File: src/rtl/kts_pkg.sv
package kts_pkg;

   // Default size of the keyframe table.
   localparam int MAX_KEYS_DEF = 64;

   // Field and register widths.
   localparam int VAL_W       = 32;
   localparam int KEY_COUNT_W = 7;
   localparam int SPEED_W     = 16;
   localparam int CSR_IDX_W   = 1;
   localparam int CSR_DATA_W  = 16;
   localparam int FRAC_W      = 17;
   localparam int FRAC_STEPS  = 17;
   localparam int STEP_W      = 5;

   // Register reset values.
   localparam logic [KEY_COUNT_W-1:0] KEY_COUNT_RESET = 7'd2;
   localparam logic [SPEED_W-1:0]     SPEED_RESET     = 16'd256;

   // Register indexes on the configuration port.
   localparam logic [CSR_IDX_W-1:0] CSR_KEY_COUNT = 1'b0;
   localparam logic [CSR_IDX_W-1:0] CSR_SPEED     = 1'b1;

   // Transaction function codes.
   localparam logic FUNC_LOAD    = 1'b0;
   localparam logic FUNC_ADVANCE = 1'b1;

   // One keyframe as stored in the key memory.
   typedef struct packed {
      logic [VAL_W-1:0] stamp;
      logic [VAL_W-1:0] x;
      logic [VAL_W-1:0] y;
      logic [VAL_W-1:0] z;
   } key_type;

   // Value component under interpolation.
   typedef enum logic [1:0] {
      COMP_X,
      COMP_Y,
      COMP_Z
   } comp_type;

   // Request to the fraction divider.
   typedef struct packed {
      logic             start;
      logic [VAL_W-1:0] dividend;
      logic [VAL_W-1:0] divisor;
   } div_req_type;

   // Selects one value component of a keyframe.
   function automatic logic [VAL_W-1:0] key_comp(key_type k, comp_type c);
      logic [VAL_W-1:0] v;
      case (c)
         COMP_X:  v = k.x;
         COMP_Y:  v = k.y;
         COMP_Z:  v = k.z;
         default: v = '0;
      endcase
      return v;
   endfunction

endpackage

File: src/rtl/kts_frac_div.sv
module kts_frac_div (
   input  logic                      clock,
   input  logic                      reset,
   input  kts_pkg::div_req_type      req,
   output logic                      done,
   output logic [kts_pkg::FRAC_W-1:0] quotient
);

   import kts_pkg::*;

   logic                active_ff;
   logic                first_ff;
   logic                done_ff;
   logic [STEP_W-1:0]   step_ff;
   logic [VAL_W:0]      rem_ff;
   logic [VAL_W-1:0]    den_ff;
   logic [FRAC_W-1:0]   quo_ff;
   logic [VAL_W:0]      shifted;
   logic                fits;

   // The dividend never exceeds the divisor, so the first step needs no shift
   // and the partial remainder always stays below twice the divisor.
   always_comb begin
      shifted = first_ff ? rem_ff : {rem_ff[VAL_W-1:0], 1'b0};
      fits    = shifted >= {1'b0, den_ff};
   end

   // Restoring division, one quotient bit per cycle.
   always_ff @(posedge clock) begin
      if (reset) begin
         active_ff <= 1'b0;
         first_ff  <= 1'b0;
         done_ff   <= 1'b0;
         step_ff   <= '0;
      end else begin
         done_ff <= 1'b0;
         if (req.start) begin
            active_ff <= 1'b1;
            first_ff  <= 1'b1;
            step_ff   <= '0;
            rem_ff    <= {1'b0, req.dividend};
            den_ff    <= req.divisor;
            quo_ff    <= '0;
         end else if (active_ff) begin
            first_ff <= 1'b0;
            rem_ff   <= fits ? (shifted - {1'b0, den_ff}) : shifted;
            quo_ff   <= {quo_ff[FRAC_W-2:0], fits};
            step_ff  <= step_ff + STEP_W'(1);
            if (step_ff == STEP_W'(FRAC_STEPS - 1)) begin
               active_ff <= 1'b0;
               done_ff   <= 1'b1;
            end
         end
      end
   end

   assign done     = done_ff;
   assign quotient = quo_ff;

endmodule

File: config.mk
export PLATFORM = sky130hd
export DESIGN_NAME = kts_frac_div
export DESIGN_NICKNAME = d
export VERILOG_FILES = /design/src/rtl/kts_pkg.sv /design/src/rtl/kts_frac_div.sv
export SDC_FILE = /design/constraint.sdc
export NUM_CORES = 1
export LEC_CHECK = 0
export BUFFER_PORTS_ARGS = -buffer_cell sky130_fd_sc_hd__buf_2
export CAP_MARGIN = 15
export CORE_UTILIZATION = 40
export DETAILED_ROUTE_END_ITERATION = 10
export PLACE_DENSITY_LB_ADDON = 0.05
export SYNTH_ARGS = -nofsm -noshare
export SYNTH_HDL_FRONTEND = slang
export SYNTH_SLANG_ARGS = --single-unit
File: constraint.sdc
create_clock -name clock -period 3.4 [get_ports clock]
set_input_delay 0.51 -clock clock [delete_from_list [all_inputs] [get_ports clock]]
set_output_delay 0.51 -clock clock [all_outputs]
set_load 0.05 [all_outputs]
Word level (Yosys, flattened, before mapping):

Cells that the tools add are included.

* flip-flop bits (word level): 90
* output and inout port bits: 18

* $add $sub $neg: 2
* magnitude comparators: 1
* equality and inequality tests: 1
* multiplexer cells: 11
* bitwise gates (word level): 2
* reduce and logical (&&, ||, !) cells: 5

Operator list (count)
* 33-bit two-way mux: 3
* 33-bit by 32-bit greater-or-equal comparator with 1-bit output: 1
* 33-bit by 32-bit subtractor with 33-bit output: 1
* 32-bit two-way mux: 1
* 17-bit two-way mux: 1
* 1-bit two-way mux: 6
* 5-bit by 1-bit adder with 5-bit output (second input constant): 1
* 5-bit == test (second input constant): 1
* 2-bit AND reduction: 2
* 3-bit OR reduction: 1
* 1-bit NOT: 2
* 2-bit nonzero test: 1
* 2-bit OR reduction: 1

Depth between registers and ports, before layout:

Gate-level depths: netlist of the first run.

* word-level depth: 5
* mapped depth: 16
* gate-level depth less buffers: 13

Worst setup path before layout of the first run:

Ideal clock, no wire load.

* path type: register to register
* start: register first_ff
* end: register rem_ff[10] (data pin)
* library setup time: 0.260 ns
* data arrival time: 3.472 ns
* required time: 3.140 ns
* setup slack: -0.332 ns
* cell stages (with the launch flop): 14
* buffers on the path: 3
* cell sequence: dfxtp_1 > clkbuf_1 > buf_1 > mux2_2 > ha_1 > buf_2 > o21ai_0 > o21bai_1 > a21o_1 > a221o_2 > a21oi_4 > o31ai_4 > mux2_1 > mux2_2

* cells in the longest elaborated chain, start to end: 5
* elaborated cells between the ends (all ways): 6
* classes of those cells: 1 x add/sub; 1 x order compare; 4 x mux

Ends and longest elaborated chain
* from (decl): RTL line kts_frac_div.sv:12 `logic first_ff;`
* from (signal assigned): RTL line kts_frac_div.sv:32 `first_ff <= 1'b0;`
* from (signal assigned): RTL line kts_frac_div.sv:39 `first_ff <= 1'b1;`
* from (signal assigned): RTL line kts_frac_div.sv:45 `first_ff <= 1'b0;`
* 33-bit two-way mux (*): RTL line kts_frac_div.sv:24 `shifted = first_ff ? rem_ff : {rem_ff[VAL_W-1:0], 1'b0};`
* 33-bit by 32-bit subtractor with 33-bit output or 33-bit by 32-bit greater-or-equal comparator with 1-bit output (tied branches): RTL line kts_frac_div.sv:46, kts_frac_div.sv:25
* 33-bit two-way mux (*): RTL line kts_frac_div.sv:46 `rem_ff <= fits ? (shifted - {1'b0, den_ff}) : shifted;`
* 33-bit two-way mux (*): RTL line kts_frac_div.sv:44 `end else if (active_ff) begin`
* 32-bit two-way mux (*): RTL line kts_frac_div.sv:37 `if (req.start) begin`
* to (signal assigned): RTL line kts_frac_div.sv:41 `rem_ff <= {1'b0, req.dividend};`
* to (signal assigned): RTL line kts_frac_div.sv:46
* to (decl): RTL line kts_frac_div.sv:15 `logic [VAL_W:0] rem_ff;`

Every way passes the cells marked *; elsewhere a longest branch is shown, timed or not. The select of a mux whose other input is x is not followed.
A chain may end at the register's enable or synchronous reset.

Final worst setup path of the first run:

* start: register first_ff
* end: register rem_ff[8] (data pin)

The elaborated chain is that of the path after synthesis.

==> impl_metrics.env, run 1 <==
export IMPL_status="complete, no violations"
export IMPL_die_height_um=123
export IMPL_finalWirelength_um=14900
export IMPL_cp_common_cell="mux2_4"
export IMPL_fin_crit_sh_pct=99.0
export IMPL_tightest_slew_ns=0.687
export IMPL_synth_avg_cell_area_um2=10.0
export IMPL_htree_levels=3
export IMPL_nets=850
export IMPL_fin_crit_ns=3.37
export IMPL_tritoncts="done"
export IMPL_layout_common_cells="85 x buf_4, 84 x buf_2, 82 x edfxtp_1"
export IMPL_critPathArrivalTime_ns=3.47
export IMPL_yosysTopAreaCellShare_pct=42.0
export IMPL_yosysUniqueCellTypes=52
export IMPL_p_per_area_nw_per_um2=520
export IMPL_synth_fa_ha_area_share_pct=7.59
export IMPL_drc=0
export IMPL_gp_congestion=0.849
export IMPL_synth_top_family_by_area="compound AO/OA/AOI/OAI gates"
export IMPL_root_buffer="clkbuf_16"
export IMPL_ys_flop_type="edfxtp_1"
export IMPL_ys_warn_count=0
export IMPL_io_buffers=84
export IMPL_synth_seq_cells=90
export IMPL_synth_largest_area_cell="edfxtp_1"
export IMPL_grt_usage_pct=20.4
export IMPL_finalHoldViolCount=0
export IMPL_grt_pass1_wl_um=23800
export IMPL_path_depth=14
export IMPL_die_w_um=123
export IMPL_async_flop_share_pct=0
export IMPL_start_util_pct=41.6
export IMPL_path_cells="buf_12 > buf_6 > buf_4 > mux2_4 > ha_4 > nand4_1 > nor3_2 > nand4_1 > a31oi_2 > nor3_4 > o31ai_4 > buf_6 > mux2_4 > mux2_4"
export IMPL_drive_gt1_share_pct=39.0
export IMPL_dieArea_um2=15200
export IMPL_worstReg2RegStart="first_ff"
export IMPL_wl_per_cell_um=16.0
export IMPL_leakage_nw=3.32
export IMPL_critPathLaunchType="flip-flop"
export IMPL_slew_violations=0
export IMPL_antenna_found_initial=0
export IMPL_startpoint="first_ff"
export IMPL_cts_sinks=90
export IMPL_synth_cells=586
export IMPL_fmax_ghz=0.297
export IMPL_num_rows=43
export IMPL_r2r_slack_ns=0.03
export IMPL_ys_top_cells_by_area="edfxtp_1 42%, ha_1 7.3%, mux2_2 7.1%"
export IMPL_fin_worst_skew_ns=0.00625
export IMPL_slew_headroom_pct=54.2
export IMPL_min_delay_path_class="in -> reg"
export IMPL_hpwl_um=10600
export IMPL_cts_made_buffers=9
export IMPL_num_vias=4858
export IMPL_overflow=0
export IMPL_reg2reg_depth=14
export IMPL_core_um2=14100
export IMPL_synth_compound_area_share_pct=15.7
export IMPL_synthSimpleGateAreaFrac_pct=12.6
export IMPL_setup_viol=0
export IMPL_syn_area_um2=5870
export IMPL_ctsHoldBuffers=0
export IMPL_critical_path_class="reg -> reg"
export IMPL_ioPinCount=85
export IMPL_clock_path_buffers=2
export IMPL_critical_path_max_stage_delay_ns=0.36
export IMPL_area_delta_synth_final_pct=35.3
export IMPL_clock_latency_ns=0.36
export IMPL_rsz0062_at_grt="yes"
export IMPL_hold_depth=1
export IMPL_dr_pass1_iters=4
export IMPL_worst_ep_required_time_ns=3.51
export IMPL_grt_max_degree=51
export IMPL_clk_pin_slew_ns=0.07
export IMPL_path_delay_family="multiplexers"
export IMPL_synth_xor_area_share_pct=4.78
export IMPL_min_from="req[25]"
export IMPL_synth_fp_nets=688
export IMPL_layout_commonest_cell="buf_4"
export IMPL_grt_pass1_vias=4922
export IMPL_final_antenna_net_count=0
export IMPL_drt_iter0_markers=196
export IMPL_cp_end_kind="flip-flop"
export IMPL_cp_buffers_inverters=4
export IMPL_via_per_inst=5.20
export IMPL_critPathMaxFanout=6
export IMPL_holdWs_ns=0.323
export IMPL_crit_slowest_cell="dfxtp_4"
export IMPL_finish_utilization_pct=56.3
export IMPL_synth_edf_count=82
export IMPL_peakVddDrop_uv=263
export IMPL_muxShareOfSynthArea_pct=9.36
export IMPL_seq_area_frac_synth_pct=44.7
export IMPL_setup_tns_ns=0
export IMPL_cap_violations=0
==> logic make-up after synthesis <==
| group | after synthesis |
|---|---|
| adder cells (fa/ha/maj) | 35 |
| AO/OA/AOI/OAI | 144 |
| multiplexers | 50 |
| AND/OR/NAND/NOR | 160 |
| XOR/XNOR | 32 |
| flip-flops | 90 |
| buffers and inverters | 75 |
==> per-stage QoR <==
stage                     area, um^2  worst slack (ns)  total power [mW]  cells
after global placement          7000            -0.150              2.86    900
after detailed placement        7000            -0.216              2.88    900
final                           7940            0.0338              4.13    934
after CTS                       7610           -0.0362              4.00    926
after floorplan                 5880           0.00510              2.38    586
after global routing            7940           -0.0996              4.37    933
==> repair_timing <==
item | CTS | global route
buffers inserted | 9 | 8
gates cloned | 2 | 0
endpoints found under the setup margin | 31 | 34
pin swaps | 18 | 31
gates resized for setup | 34 | 54
==> final timing paths <==
path / endpoint
setup reg to reg: rem_ff[8]
setup / recovery: rem_ff[8]
hold reg to reg: step_ff[4]
hold / removal: den_ff[25]
==> flip-flops by register name, summed over array words and instances, names as in the netlist <==
register / count
rem_ff: 33
quotient: 17
done: 1
step_ff: 5
active_ff: 1
den_ff: 32
first_ff: 1
==> area by class of cell <==
| class | count | area [um^2] |
|---|---|---|
| Fill cell | 1253 | 6160 |
| Multi-Input combinational cell | 422 | 3380 |
| Clock inverter | 3 | 22.5 |
| Inverter | 44 | 165 |
| Clock buffer | 13 | 272 |
| Tap cell | 180 | 225 |
| Antenna cell | 1 | 2.50 |
| Sequential cell | 90 | 2630 |
| Timing Repair Buffer | 181 | 1240 |
==> cells in the mapped netlist (2+ instances only) <==
cell and instances:
xor2_1 13, o21ai_1 13, nor2b_1 22, a21o_1 11
nand4_1 10, and2_1 2, o21a_1 5, dfxtp_1 8
a221o_1 3, a211oi_1 8, xnor2_1 19, nand2_1 48
nor3_1 7, nand3_1 7, a21oi_1 54, and3_1 2
buf_6 3, nor2_1 52, mux2i_1 11, buf_2 2
o21bai_1 5, mux2_1 2, nand2b_1 3, or3_1 2
a31oi_1 5, o211ai_1 5, clkbuf_1 23, edfxtp_1 82
o21ai_0 21, buf_1 2, o221ai_1 2, o31ai_1 2
mux2_2 37, inv_1 44, ha_1 34
==> metal layers <==
metal | up-vias | GRT usage, % | part of all wire [%]
met5 | - | 0 | 0
met4 | 0 | 7.91 | 1.9
met3 | 20 | 2.91 | 3.9
met2 | 92 | 33.6 | 48
met1 | 2306 | 27.2 | 47
li1 | 2440 | - | -
==> where the power goes <==
| group | internal, mW | total, mW | switching, mW | leakage [nW] |
|---|---|---|---|---|
| logic | 0.880 | 1.76 | 0.880 | 2.33 |
| clock network | 0.562 | 0.999 | 0.437 | 0.145 |
| registers | 1.33 | 1.37 | 0.0428 | 0.845 |
| total | 2.77 | 4.13 | 1.36 | 3.32 |
Note: power is estimated with default switching activity, not from simulation.
==> run 2: changes to the inputs <==
CORE_UTILIZATION = 48   (was 40)
==> run 2 against run 1 <==
  * The run now ends with negative setup slack left
  * Clock skew rose by 0.0036 ns
  * Fmax is 1.1% lower
  * Via count is 1.1% lower
  * Clock-buffer cell count grew 1
  * Sequential share of layout area increased by 0.77 points
  * Global-route usage rose by 2.2 points
  * Die area is 16% lower
  * Critical endpoint is now rem_ff[10]
  * Largest cell class unchanged
  * Highest routed layer unchanged
==> impl_metrics.env, run 2 (same netlist as run 1, synthesis figures left out) <==
export IMPL_dr_pass1_iters=4
export IMPL_path_cells="buf_12 > buf_4 > mux2_4 > ha_4 > a211oi_4 > o21bai_1 > a21o_1 > a221o_2 > a21oi_4 > o31ai_4 > buf_6 > mux2_4 > mux2_2"
export IMPL_finalWirelength_um=14000
export IMPL_drive_gt1_share_pct=37.3
export IMPL_grt_pass1_vias=4787
export IMPL_final_antenna_net_count=0
export IMPL_rsz0062_at_grt="yes"
export IMPL_die_height_um=113
export IMPL_slew_violations=0
export IMPL_io_buffers=84
export IMPL_cp_common_cell="mux2_4"
export IMPL_num_rows=40
export IMPL_cap_violations=0
export IMPL_final_cell_area_um2=7760
export IMPL_fmax_ghz=0.294
export IMPL_min_delay_path_class="in -> reg"
export IMPL_critical_path_max_stage_delay_ns=0.44
export IMPL_grt_pass1_wl_um=22400
export IMPL_final_setup_worst_slack_ns=-0.00223
export IMPL_fin_worst_skew_ns=0.00987
export IMPL_layout_commonest_cell="buf_2"
export IMPL_clock_latency_ns=0.35
export IMPL_die_w_um=113
export IMPL_hpwl_um=10100
export IMPL_wl_per_cell_um=15.7
export IMPL_worst_ep_required_time_ns=3.50
export IMPL_critPathArrivalTime_ns=3.51
export IMPL_via_per_inst=5.37
export IMPL_ctsHoldBuffers=0
export IMPL_finish_utilization_pct=64.9
export IMPL_status="finished with violations"
export IMPL_slew_headroom_pct=61.7
export IMPL_gp_congestion=0.868
export IMPL_dieArea_um2=12700
export IMPL_overflow=0
export IMPL_pre_cts_slack_ns=-0.146
export IMPL_root_buffer="clkbuf_16"
export IMPL_critPathLaunchType="flip-flop"
export IMPL_finalHoldViolCount=0
export IMPL_diodes=0
export IMPL_cts_made_buffers=9
export IMPL_ioPinCount=85
export IMPL_htree_levels=3
export IMPL_crit_slowest_cell="a221o_2"
export IMPL_grt_max_degree=35
export IMPL_area_delta_synth_final_pct=32.3
export IMPL_setup_viol=2
export IMPL_antenna_found_initial=0
export IMPL_cts_sinks=90
export IMPL_grt_usage_pct=22.6
export IMPL_leakage_nw=3.27
export IMPL_nets=844
export IMPL_clock_path_buffers=2
export IMPL_drc=0
export IMPL_violations="negative setup slack"
export IMPL_fin_crit_ns=3.40
export IMPL_power_mw=4.09
export IMPL_peakVddDrop_uv=297
export IMPL_fin_crit_sh_pct=100
export IMPL_core_um2=12000
export IMPL_layout_common_cells="84 x buf_2, 82 x edfxtp_1, 78 x buf_4"
export IMPL_clk_pin_slew_ns=0.07
export IMPL_tritoncts="done"
export IMPL_drt_iter0_markers=171
export IMPL_num_vias=4805
export IMPL_tightest_slew_ns=0.573
export IMPL_holdWs_ns=0.330
export IMPL_top_register="rem_ff"
export IMPL_largest_reg_flops=33
export IMPL_critPathMaxFanout=6
export IMPL_cp_end_kind="flip-flop"
export IMPL_critical_path_class="reg -> reg"
export IMPL_p_per_area_nw_per_um2=527
export IMPL_start_util_pct=49.0
export IMPL_placed_area_um2=6950
[run 2: stage by stage]
stage / cells / TNS, ns
after floorplan: 586 / 0
after global placement: 864 / -0.294
after detailed placement: 864 / -1.37
after CTS: 890 / 0
after global routing: 894 / -1.22
final: 894 / -0.00447
[run 2: worst paths after layout]
| path | from | end | slack, ns | cells past startpoint |
|---|---|---|---|---|
| setup / recovery | first_ff | rem_ff[10] | -0.002 | 13 |
| hold reg to reg | step_ff[4] | step_ff[4] | 0.52 | 2 |
| hold / removal | req[8] | den_ff[8] | 0.33 | 1 |
| setup reg to reg | first_ff | rem_ff[10] | -0.002 | 13 |
[run 2: layer usage]
| metal | wire, um | track usage [%] | up-vias | part of all wire, % |
|---|---|---|---|---|
| li1 | - | - | 2420 | - |
| met1 | 6610 | 29.5 | 2272 | 47 |
| met2 | 6730 | 37.7 | 93 | 48 |
| met3 | 455 | 4.48 | 20 | 3.2 |
| met4 | 248 | 7.38 | 0 | 1.8 |
| met5 | 0 | 0 | - | 0 |
[run 2: power by group]
part,switching [mW],total [mW],leakage [nW],internal (mW)
clock,0.403,1.01,0.143,0.611
combinational,0.858,1.70,2.29,0.846
sequential,0.0425,1.37,0.845,1.33
[run 2: final cells by class]
class,instances,area [um^2]
clock buffers,14,264
clock inverters,2,37.5
fillers,1010,4200
inverters,44,165
multi-input cells,422,3290
flip-flops and latches,90,2630
well taps,147,184
repair buffers,175,1190
[run 2: repair_timing]
item / CTS / global route
hold endpoints to repair: 0 / 0
buffers inserted: 8 / 4
pin swaps: 12 / 16
cloned: 2 / 1
resized for setup: 20 / 59
setup endpoints to repair: 25 / 34
[run 2: critical path, delay by kind of cell, from the launching register on]
kind	cells	cell delay, ns
buffers and inverters	3	0.44
muxes	3	0.87
DFF	1	0.37
adders and majority gates	1	0.18
AOI/OAI and AO/OA	6	1.30
==> run 3: changes to the inputs <==
HOLD_SLACK_MARGIN = 0.12   (was not set)
PLACE_DENSITY = 0.75   (was not set)
PLACE_DENSITY_LB_ADDON = not set   (was 0.05)
==> run 3 against run 2 <==
  * The run now ends clean
  * Cell count is 0.78% lower
  * Setup slack better by 0.045 ns
  * Core utilization decreased by 0.75 points
  * Sequential cell count unchanged
  * Routed wire length up 2.9%
  * Via count rose by 1.6%
  * Worst hold slack got worse by 0.012 ns
  * Power grew 1.2%
  * Die area is the same
  * Register-to-register slack gained 0.05 ns
  * Critical path depth is 1 higher
  * Global-route usage rose by 0.28 points
==> impl_metrics.env, run 3 (same netlist as run 1, synthesis figures left out) <==
export IMPL_drive_gt1_share_pct=36.6
export IMPL_finalWirelength_um=14500
export IMPL_grt_usage_pct=22.9
export IMPL_top_register="rem_ff"
export IMPL_layout_common_cells="84 x buf_2, 82 x edfxtp_1, 78 x buf_4"
export IMPL_pre_cts_slack_ns=-0.163
export IMPL_critPathLaunchType="flip-flop"
export IMPL_crit_slowest_cell="a311o_1"
export IMPL_clk_pin_slew_ns=0.07
export IMPL_largest_reg_flops=33
export IMPL_dr_pass1_iters=5
export IMPL_core_um2=12000
export IMPL_post_place_cells=857
export IMPL_clock_path_buffers=2
export IMPL_status="complete, no violations"
export IMPL_cp_buffers_inverters=3
export IMPL_die_height_um=113
export IMPL_grt_pass1_wl_um=22700
export IMPL_peakVddDrop_uv=336
export IMPL_cp_endpoint="rem_ff[30]"
export IMPL_final_setup_worst_slack_ns=0.0432
export IMPL_die_w_um=113
export IMPL_fin_crit_ns=3.36
export IMPL_root_buffer="clkbuf_16"
export IMPL_cp_end_kind="flip-flop"
export IMPL_cap_violations=0
export IMPL_tritoncts="done"
export IMPL_drc=0
export IMPL_finalHoldViolCount=0
export IMPL_num_rows=40
export IMPL_fin_crit_sh_pct=98.7
export IMPL_nets=837
export IMPL_wl_per_cell_um=16.3
export IMPL_p_per_area_nw_per_um2=540
export IMPL_fmax_ghz=0.298
export IMPL_min_delay_path_class="in -> reg"
export IMPL_setup_viol=0
export IMPL_cts_sinks=90
export IMPL_htree_levels=3
export IMPL_critPathMaxFanout=6
export IMPL_path_delay_family="compound AO/OA/AOI/OAI gates"
export IMPL_startpoint="first_ff"
export IMPL_layout_commonest_cell="buf_2"
export IMPL_start_util_pct=49.0
export IMPL_reg2reg_depth=14
export IMPL_holdWs_ns=0.319
export IMPL_ioPinCount=85
export IMPL_path_depth=14
export IMPL_leakage_nw=3.23
export IMPL_critical_path_class="reg -> reg"
export IMPL_setup_tns_ns=0
export IMPL_critPathArrivalTime_ns=3.48
export IMPL_via_per_inst=5.50
export IMPL_wl_met1_um=6310
export IMPL_fin_worst_skew_ns=0.00974
export IMPL_antenna_found_initial=0
export IMPL_rsz0062_at_grt="yes"
export IMPL_overflow=0
export IMPL_slew_violations=0
export IMPL_cp_common_cell="a21o_1"
export IMPL_grt_max_degree=50
export IMPL_area_delta_synth_final_pct=30.7
export IMPL_grt_pass1_vias=4899
export IMPL_diodes=0
export IMPL_num_vias=4882
export IMPL_ctsHoldBuffers=0
export IMPL_path_cells="clkbuf_16 > buf_4 > nand2_1 > ha_2 > inv_2 > fa_2 > a21o_1 > a221o_1 > a311o_1 > a311oi_2 > o21ai_1 > a21oi_2 > xnor2_1 > a21o_1"
export IMPL_tightest_slew_ns=0.867
export IMPL_critical_path_max_stage_delay_ns=0.38
export IMPL_dr_wl_met3_um=553
export IMPL_hpwl_um=10100
export IMPL_dr_max_layer_used="met4"
export IMPL_r2r_end="rem_ff[30]"
export IMPL_wl_met2_um=7170
export IMPL_final_antenna_net_count=0
export IMPL_instances_no_fill=887
export IMPL_worst_ep_required_time_ns=3.53
export IMPL_cts_made_buffers=9
export IMPL_slew_headroom_pct=42.2
export IMPL_r2r_slack_ns=0.04
export IMPL_drt_iter0_markers=308
export IMPL_dieArea_um2=12700
export IMPL_worstReg2RegStart="first_ff"
export IMPL_gp_congestion=0.901
export IMPL_io_buffers=84
export IMPL_clock_latency_ns=0.36
==> run 3: layout make-up <==
| class | count | area, um^2 |
|---|---|---|
| flip-flops and latches | 90 | 2630 |
| fillers | 909 | 4290 |
| clock buffers | 9 | 225 |
| multi-input cells | 421 | 3230 |
| repair buffers | 169 | 1130 |
| well taps | 147 | 184 |
| inverters | 44 | 165 |
| clock inverters | 7 | 103 |
==> run 3: worst reg2reg max path: stages, from the launching register on <==
cell and delay [ns]:
dfxtp_4 0.37, clkbuf_16 0.16, buf_4 0.14, nand2_1 0.07
ha_2 0.19, inv_2 0.05, fa_2 0.34, a21o_1 0.21
a221o_1 0.37, a311o_1 0.38, a311oi_2 0.31, o21ai_1 0.14
a21oi_2 0.15, xnor2_1 0.07, a21o_1 0.16
==> run 3: repair_timing <==
| action | in CTS | in global routing |
|---|---|---|
| endpoints found under the setup margin | 25 | 33 |
| pin swaps | 5 | 25 |
| gates cloned | 0 | 1 |
| buffers inserted | 5 | 9 |
| resized for setup | 7 | 48 |
==> run 3: worst min path at each step <==
stage / to / cells after the start / start / slack (ns)
after floorplan: step_ff[4] / 2 / step_ff[4] / 0.47
after global placement: step_ff[4] / 2 / step_ff[4] / 0.49
after detailed placement: step_ff[4] / 2 / step_ff[4] / 0.50
after CTS: den_ff[19] / 1 / req[19] / 0.31
after global routing: den_ff[19] / 1 / req[19] / 0.31
final: den_ff[31] / 1 / req[31] / 0.32
==> run 3: per-layer routing <==
layer / vias up / global-route usage (%)
met1: 2321 / 27.6
li1: 2405 / -
met5: - / 0
met2: 119 / 39.2
met4: 0 / 9.24
met3: 37 / 5.62
==> run 3: metrics by stage <==
step,instance area (um^2),utilization [%],power (mW)
2_1_floorplan,5880,-,2.38
3_3_place_gp,6890,57.6,2.81
3_5_place_dp,6890,57.6,2.84
4_1_cts,7320,61.2,3.98
5_1_grt,7670,64.1,4.36
6_report,7670,64.1,4.14
==> run 3: where the power goes <==
| part | switching (mW) | internal, mW | leakage (nW) |
|---|---|---|---|
| Clock | 0.450 | 0.650 | 0.156 |
| Combinational | 0.864 | 0.807 | 2.23 |
| Sequential | 0.0419 | 1.33 | 0.845 |
